==> src/txenc_pkg.sv <==
// Shared types and constants for the text encoding detector.
`timescale 1ns / 1ps

package txenc_pkg;

   // Result codes
   localparam logic [2:0] ENC_UTF8     = 3'd0;
   localparam logic [2:0] ENC_UTF8_BOM = 3'd1;
   localparam logic [2:0] ENC_UTF16LE  = 3'd2;
   localparam logic [2:0] ENC_UTF16BE  = 3'd3;
   localparam logic [2:0] ENC_GBK      = 3'd4;
   localparam logic [2:0] ENC_LATIN1   = 3'd5;

   // Byte classes and byte-order marks
   localparam logic [7:0]  GBK_LEAD_LO   = 8'h81;
   localparam logic [7:0]  GBK_HI        = 8'hFE;
   localparam logic [7:0]  GBK_TRAIL_LO  = 8'h40;
   localparam logic [7:0]  GBK_TRAIL_MID = 8'h7E;
   localparam logic [7:0]  NON_ASCII_LO  = 8'h80;
   localparam logic [7:0]  LEAD2_LO      = 8'hC0;
   localparam logic [7:0]  LEAD3_LO      = 8'hE0;
   localparam logic [7:0]  LEAD4_LO      = 8'hF0;
   localparam logic [7:0]  CONT_MASK     = 8'hC0;
   localparam logic [15:0] BOM8_HEAD     = 16'hEFBB;
   localparam logic [7:0]  BOM8_TAIL     = 8'hBF;
   localparam logic [15:0] BOM16_LE      = 16'hFFFE;
   localparam logic [15:0] BOM16_BE      = 16'hFEFF;

   // Buffer-final snapshot handed to the decision stage
   typedef struct packed {
      logic [2:0] code;      // fixed verdict when no heuristic is needed
      logic       heuristic; // choose between GBK and Latin-1
   } verdict_type;

endpackage

==> src/text_encoding_detector_top.sv <==
// Text encoding detector: byte stream in, one encoding code per buffer out.
//
// Usage:
//  - Input channel req_*: one byte per item (req_data_byte), req_last marks the
//    final item of a buffer, req_empty_req marks an item that carries no byte.
//    An empty item with last ends the buffer (an empty buffer gives UTF-8).
//  - Result channel rsp_*: one item with rsp_encoding per buffer, sent after
//    the item that carries req_last; 0 UTF-8, 1 UTF-8 BOM, 2 UTF-16LE,
//    3 UTF-16BE, 4 GBK, 5 Latin-1.
//  - Throughput: one item per cycle while req_stall is low. Accepting the last
//    item loads the input register, then the state update goes into the
//    snapshot register, then the GBK/Latin-1 count compare goes into the
//    result register, which drives rsp_valid.
//  - Stall: a stalled result holds. Bytes keep flowing into the state
//    registers; only a last item waits in the input register while the
//    snapshot register and a stalled result register are full; req_stall rises.
//  - Reset (synchronous) empties all stages and clears the detector state.
//  - Detector state returns to its reset values after each last item.
`timescale 1ns / 1ps

module text_encoding_detector_top #(
   parameter int COUNT_WIDTH = 32
) (
   input  logic       clock,
   input  logic       reset,
   input  logic       req_valid,
   output logic       req_stall,
   input  logic [7:0] req_data_byte,
   input  logic       req_last,
   input  logic       req_empty_req,
   output logic       rsp_valid,
   input  logic       rsp_stall,
   output logic [2:0] rsp_encoding
);
   import txenc_pkg::*;

   localparam int CW = COUNT_WIDTH;

   // Input register
   logic       in_valid_ff, in_valid_in;
   logic [7:0] in_byte_ff;
   logic       in_last_ff, in_empty_ff;

   // Detector state
   logic [1:0]    bytes_seen_ff, bytes_seen_in;
   logic [15:0]   leading_ff, leading_in;
   logic          bom_seen_ff, bom_seen_in;
   logic [1:0]    owed_ff, owed_in;
   logic          invalid_ff, invalid_in;
   logic          lead_pend_ff, lead_pend_in;
   logic [CW-1:0] pairs_ff, pairs_in;
   logic [CW-1:0] non_ascii_ff, non_ascii_in;

   // Snapshot register
   logic          fin_valid_ff, fin_valid_in;
   verdict_type   fin_verdict_ff, fin_verdict_in;
   logic [CW-1:0] fin_pairs_ff, fin_non_ascii_ff;

   // Result register
   logic       out_valid_ff, out_valid_in;
   logic [2:0] out_code_ff, out_code_in;

   logic out_load, fin_free, in_go, in_take;
   logic [7:0] b;
   logic       gbk_2nd;

   // Stage flow control
   always_comb begin
      out_load  = !out_valid_ff || !rsp_stall;
      fin_free  = !fin_valid_ff || out_load;
      in_go     = in_valid_ff && (!in_last_ff || fin_free);
      req_stall = in_valid_ff && in_last_ff && !fin_free;
   end

   assign in_take = req_valid && !req_stall;
   assign in_valid_in = in_take || (in_valid_ff && !in_go);

   always_ff @(posedge clock) begin
      if (reset) begin
         in_valid_ff <= 1'b0;
      end else begin
         in_valid_ff <= in_valid_in;
      end
      if (in_take) begin
         in_byte_ff  <= req_data_byte;
         in_last_ff  <= req_last;
         in_empty_ff <= req_empty_req;
      end
   end

   // Per-byte state update
   assign b = in_byte_ff;
   assign gbk_2nd = ((b >= GBK_TRAIL_LO) && (b <= GBK_TRAIL_MID)) ||
                    ((b >= NON_ASCII_LO) && (b <= GBK_HI));

   always_comb begin
      bytes_seen_in = bytes_seen_ff;
      leading_in    = leading_ff;
      bom_seen_in   = bom_seen_ff;
      owed_in       = owed_ff;
      invalid_in    = invalid_ff;
      lead_pend_in  = lead_pend_ff;
      pairs_in      = pairs_ff;
      non_ascii_in  = non_ascii_ff;
      if (!in_empty_ff) begin
         // byte-order mark capture
         unique case (bytes_seen_ff)
            2'd0:    leading_in = {b, 8'h00};
            2'd1:    leading_in = {leading_ff[15:8], b};
            2'd2:    bom_seen_in = (leading_ff == BOM8_HEAD) && (b == BOM8_TAIL);
            default: ;
         endcase
         if (bytes_seen_ff != 2'd3) begin
            bytes_seen_in = bytes_seen_ff + 2'd1;
         end
         // loose UTF-8 check
         if (!invalid_ff) begin
            priority if (owed_ff != 2'd0) begin
               if ((b & CONT_MASK) == NON_ASCII_LO) begin
                  owed_in = owed_ff - 2'd1;
               end else begin
                  invalid_in = 1'b1;
               end
            end else if (b >= LEAD4_LO) begin
               owed_in = 2'd3;
            end else if (b >= LEAD3_LO) begin
               owed_in = 2'd2;
            end else if (b >= LEAD2_LO) begin
               owed_in = 2'd1;
            end else if (b >= NON_ASCII_LO) begin
               invalid_in = 1'b1;
            end else begin
               owed_in = 2'd0; // ASCII byte, nothing owed
            end
         end
         // GBK pair counting, saturating
         priority if (lead_pend_ff && gbk_2nd) begin
            if (pairs_ff != '1) begin
               pairs_in = pairs_ff + 1'b1;
            end
            lead_pend_in = 1'b0;
         end else if (b < NON_ASCII_LO) begin
            lead_pend_in = 1'b0;
         end else begin
            if (non_ascii_ff != '1) begin
               non_ascii_in = non_ascii_ff + 1'b1;
            end
            lead_pend_in = (b >= GBK_LEAD_LO) && (b <= GBK_HI);
         end
      end
   end

   // Verdict from the post-update state
   always_comb begin
      fin_verdict_in.heuristic = 1'b0;
      priority if ((bytes_seen_in == 2'd3) && bom_seen_in) begin
         fin_verdict_in.code = ENC_UTF8_BOM;
      end else if ((bytes_seen_in >= 2'd2) && (leading_in == BOM16_LE)) begin
         fin_verdict_in.code = ENC_UTF16LE;
      end else if ((bytes_seen_in >= 2'd2) && (leading_in == BOM16_BE)) begin
         fin_verdict_in.code = ENC_UTF16BE;
      end else if (bytes_seen_in == 2'd0) begin
         fin_verdict_in.code = ENC_UTF8;
      end else if (!invalid_in && (owed_in == 2'd0)) begin
         fin_verdict_in.code = ENC_UTF8;
      end else begin
         fin_verdict_in.code      = ENC_LATIN1;
         fin_verdict_in.heuristic = 1'b1;
      end
   end

   assign fin_valid_in = (in_go && in_last_ff) || (fin_valid_ff && !out_load);

   always_ff @(posedge clock) begin
      if (reset || (in_go && in_last_ff)) begin
         bytes_seen_ff <= 2'd0;
         leading_ff    <= 16'h0000;
         bom_seen_ff   <= 1'b0;
         owed_ff       <= 2'd0;
         invalid_ff    <= 1'b0;
         lead_pend_ff  <= 1'b0;
         pairs_ff      <= '0;
         non_ascii_ff  <= '0;
      end else if (in_go) begin
         bytes_seen_ff <= bytes_seen_in;
         leading_ff    <= leading_in;
         bom_seen_ff   <= bom_seen_in;
         owed_ff       <= owed_in;
         invalid_ff    <= invalid_in;
         lead_pend_ff  <= lead_pend_in;
         pairs_ff      <= pairs_in;
         non_ascii_ff  <= non_ascii_in;
      end
      if (reset) begin
         fin_valid_ff <= 1'b0;
      end else begin
         fin_valid_ff <= fin_valid_in;
      end
      if (in_go && in_last_ff) begin
         fin_verdict_ff   <= fin_verdict_in;
         fin_pairs_ff     <= pairs_in;
         fin_non_ascii_ff <= non_ascii_in;
      end
   end

   // GBK if 4 * pairs > non-ASCII bytes, else Latin-1
   always_comb begin
      out_code_in = fin_verdict_ff.code;
      if (fin_verdict_ff.heuristic &&
          ({fin_pairs_ff, 2'b00} > {2'b00, fin_non_ascii_ff})) begin
         out_code_in = ENC_GBK;
      end
   end

   assign out_valid_in = fin_valid_ff || (out_valid_ff && rsp_stall);

   always_ff @(posedge clock) begin
      if (reset) begin
         out_valid_ff <= 1'b0;
      end else if (out_load) begin
         out_valid_ff <= out_valid_in;
      end
      if (out_load && fin_valid_ff) begin
         out_code_ff <= out_code_in;
      end
   end

   assign rsp_valid    = out_valid_ff;
   assign rsp_encoding = out_code_ff;

endmodule

==> config.mk <==
export PLATFORM = sky130hd
export DESIGN_NAME = text_encoding_detector_top
export DESIGN_NICKNAME = d
export VERILOG_FILES = /design/src/txenc_pkg.sv /design/src/text_encoding_detector_top.sv
export SDC_FILE = /design/constraint.sdc
export NUM_CORES = 1
export LEC_CHECK = 0
export BUFFER_PORTS_ARGS = -buffer_cell sky130_fd_sc_hd__buf_2
export CAP_MARGIN = 20
export CORE_ASPECT_RATIO = 1.75
export CORE_MARGIN = 1
export CORE_UTILIZATION = 40
export CTS_CLUSTER_SIZE = 16
export DETAILED_ROUTE_END_ITERATION = 12
export GPL_ROUTABILITY_DRIVEN = 0
export PLACE_DENSITY_LB_ADDON = 0.3
export SYNTH_ARGS = -nofsm -noshare
export SYNTH_HDL_FRONTEND = slang
export SYNTH_SLANG_ARGS = --single-unit
export TNS_END_PERCENT = 100
==> constraint.sdc <==
create_clock -name clock -period 4.1 [get_ports clock]
set_input_delay 0.41 -clock clock [delete_from_list [all_inputs] [get_ports clock]]
set_output_delay 0.41 -clock clock [all_outputs]
set_load 0.05 [all_outputs]
==> impl_results.md <==
* Skew final at 0.009169 ns
* Largest fanout on the critical path at 18
* # setup viols final at 0
* Post-cts sizing count at 0
* FF-to-FF path depth at 6
* Sequential-to-total area share from yosys stat at 46.65%
* GRT Util Overall at 19.56%
* Worst-Margin Slew at 0.9374 ns
* Input/output buffers at 18
* Syn Area/Cell at 9.710 µm²
* WS Path Type: flip-flop to flip-flop
* HP Class: input pin to flip-flop
* Chip Width at 115.5 µm
* Maximum clock rate at 359.7 MHz
* CTS Buffer Depth at 2
* Initial antenna violation count at 0
* Initial Utilization at 40.83%
* Lkg Pwr at 3.648 nW
* Critical Path AT at 2.97 ns
* Crit start category: flip-flop
* Endpoints failing hold at 0
* DR iter-0 viols at 306
* Post-route cell area at 9851 µm²
* Final WL at 21560 µm
* Slew Viols, Final at 0
* Status: complete, no violations
* Number of global-route vias before repair at 6543
* RSZ-0062 raised after global routing: false
* Ys async rst share at 0%
* Hold Crit Depth at 1
* Post-CTS Setup Bufs at 0
* Final core occ at 44.63%
* Slew Limit Headroom at 37.51%
* R2r setup slk at 1.32 ns
* Seq cells post-synth at 170
* Pwr per Cell Area at 365.7 nW/µm²
* Total Power at 3.602 mW
* Syn Nets at 975
* Clk pin slew, worst setup/hold paths at 0.07 ns
* Max_cap viols at 0
* Synth top area cells: edfxtp_1 (27%), dfxtp_1 (20%), xor2_1 (5.6%), xnor2_1 (5.2%), ha_1 (4.6%)
* Cell variety after synth at 63
* Nets@finish at 969
* DRT antenna net count at 0
* Clock Sinks at 170
* Std cell rows at 72
* CTS tree: built
* CTS Buf Count at 17
* Pin count of the biggest net entering global routing at 70
* DP Wirelength at 15830 µm
* Post-Syn Area at 9011 µm²
* Cell count after synthesis at 928
* Final routed DRC violation total at 0
* Die area at 23160 µm²
* Final period util at 67.81%
* Wirelength per Cell at 17.51 µm
* Layout cells sized above 1 at 10.27%
* Die height at 200.6 µm
* Worst Path Required at 4.29 ns
* Antenna Cells at 0
* Synth top area share at 26.66%
* Post-synth EDFFs at 80
* VDD IR max at 0.0003017 V
* Via density at 5.409
* Clock Latency Late Sink at 0.44 ns
* Post-synth top area cell: edfxtp_1
* Total Neg Setup Slack at 0 ns
* CP endpoint kind: flip-flop
* Vias after detailed routing at 6658
* Initial DRT Pass Iterations at 5
* Post-synth top cells: nor2_1 (108), dfxtp_1 (90), nand2_1 (84)
* Synth-to-layout area growth at 9.317%
* Leading cell type by number of instances after synthesis: nor2_1
* # fillers at 2184
* DP Area at 9251 µm²
* Grt ovf at 0
* First-pass GRT wire length at 34060 µm
* H-tree Lvls at 4
* Top-level I/O count at 19
* Final Critical Period at 2.780 ns
* Cts hold-fix bufs at 0
* Synth Flop Type: dfxtp_1
* Area of the core at 22070 µm²
* CTS root buf: clkbuf_16
* Yosys warns at 0
-- cell type report --
type | instances | area [µm²] | share of cell area (%)
Clock buffer | 18 | 439.2 | 4.458
Inverter | 38 | 142.6 | 1.448
Clock inverter | 14 | 160.2 | 1.626
Sequential cell | 170 | 4204 | 42.68
Tap cell | 296 | 370.4 | 3.760
Multi-Input combinational cell | 672 | 4407 | 44.74
Timing Repair Buffer | 23 | 127.6 | 1.296
-- critical path, stage by stage (launching register included) --
cell and delay, ns:
dfxtp_1 0.41, ha_1 0.22, and3_1 0.23, and4_1 0.32
nand4_2 0.42, and2_1 0.54, mux2_1 0.39
-- metal layers --
layer	part of all wire, %	global-route usage [%]	wire, µm	vias to the layer above
li1	-	-	-	3277
met1	35	18.89	7650	3212
met2	59	38.58	12640	119
met3	2.0	2.536	434	50
met4	3.8	10.16	828	0
met5	0	0	0	-
-- registers in the layout, indices dropped and copies added, names as in the netlist, 2 cells and up --
register and count:
pairs_ff 32, owed_ff 2, fin_verdict_ff 3, fin_non_ascii_ff 32, bytes_seen_ff 2, b 8, non_ascii_ff 32, fin_pairs_ff 32
rsp_encoding 3, leading_ff 16
-- cells in the final DEF (no fill, tap or decap), types with 10 or more instances in the layout --
cell type / count
a21oi_1: 40
and2_1: 18
and3_1: 24
and4_1: 13
buf_2: 18
clkbuf_16: 17
dfxtp_1: 90
edfxtp_1: 80
ha_1: 33
inv_1: 38
mux2i_1: 10
nand2_1: 84
nand3_1: 45
nand4_1: 40
nor2_1: 108
nor3_1: 15
nor3_2: 11
nor4_2: 10
o21ai_0: 17
or3_1: 13
xnor2_1: 53
xor2_1: 58
-- metrics by stage --
step	hold WS, ns	instances	worst slack (ns)
final	0.1426	1231	1.320
after global routing	0.1346	1231	1.127
after CTS	0.1309	1231	1.330
after detailed placement	0.4480	1199	1.343
after global placement	0.4400	1199	1.458
after floorplan	0.4275	928	0.6327
-- logic make-up after synthesis --
family	after synthesis	synth area share, %
adder cells (fa/ha/maj)	33	4.582
multiplexers	11	1.236
AND/OR/NAND/NOR	425	25.84
AO/OA/AOI/OAI	92	6.443
XOR/XNOR	111	10.79
buffers and inverters	86	4.457
flip-flops	170	46.65
-- power by group --
group / total, mW / internal [mW] / leakage (nW) / switching [mW]
sequential: 1.82 / 1.79 / 1.62 / 0.0263
clock: 1.64 / 0.928 / 0.293 / 0.708
combinational: 0.147 / 0.0424 / 1.74 / 0.105
total: 3.60 / 2.76 / 3.65 / 0.839
-- path summary, 6_finish.rpt --
kind | startpoint | end
worst min-delay path | req_data_byte[2] | b[2]
worst max register to register | non_ascii_ff[0] | fin_non_ascii_ff[1]
worst max-delay path | non_ascii_ff[0] | fin_non_ascii_ff[1]
worst min register to register | leading_ff[5] | leading_ff[5]
(Power assumes the default switching activity.)
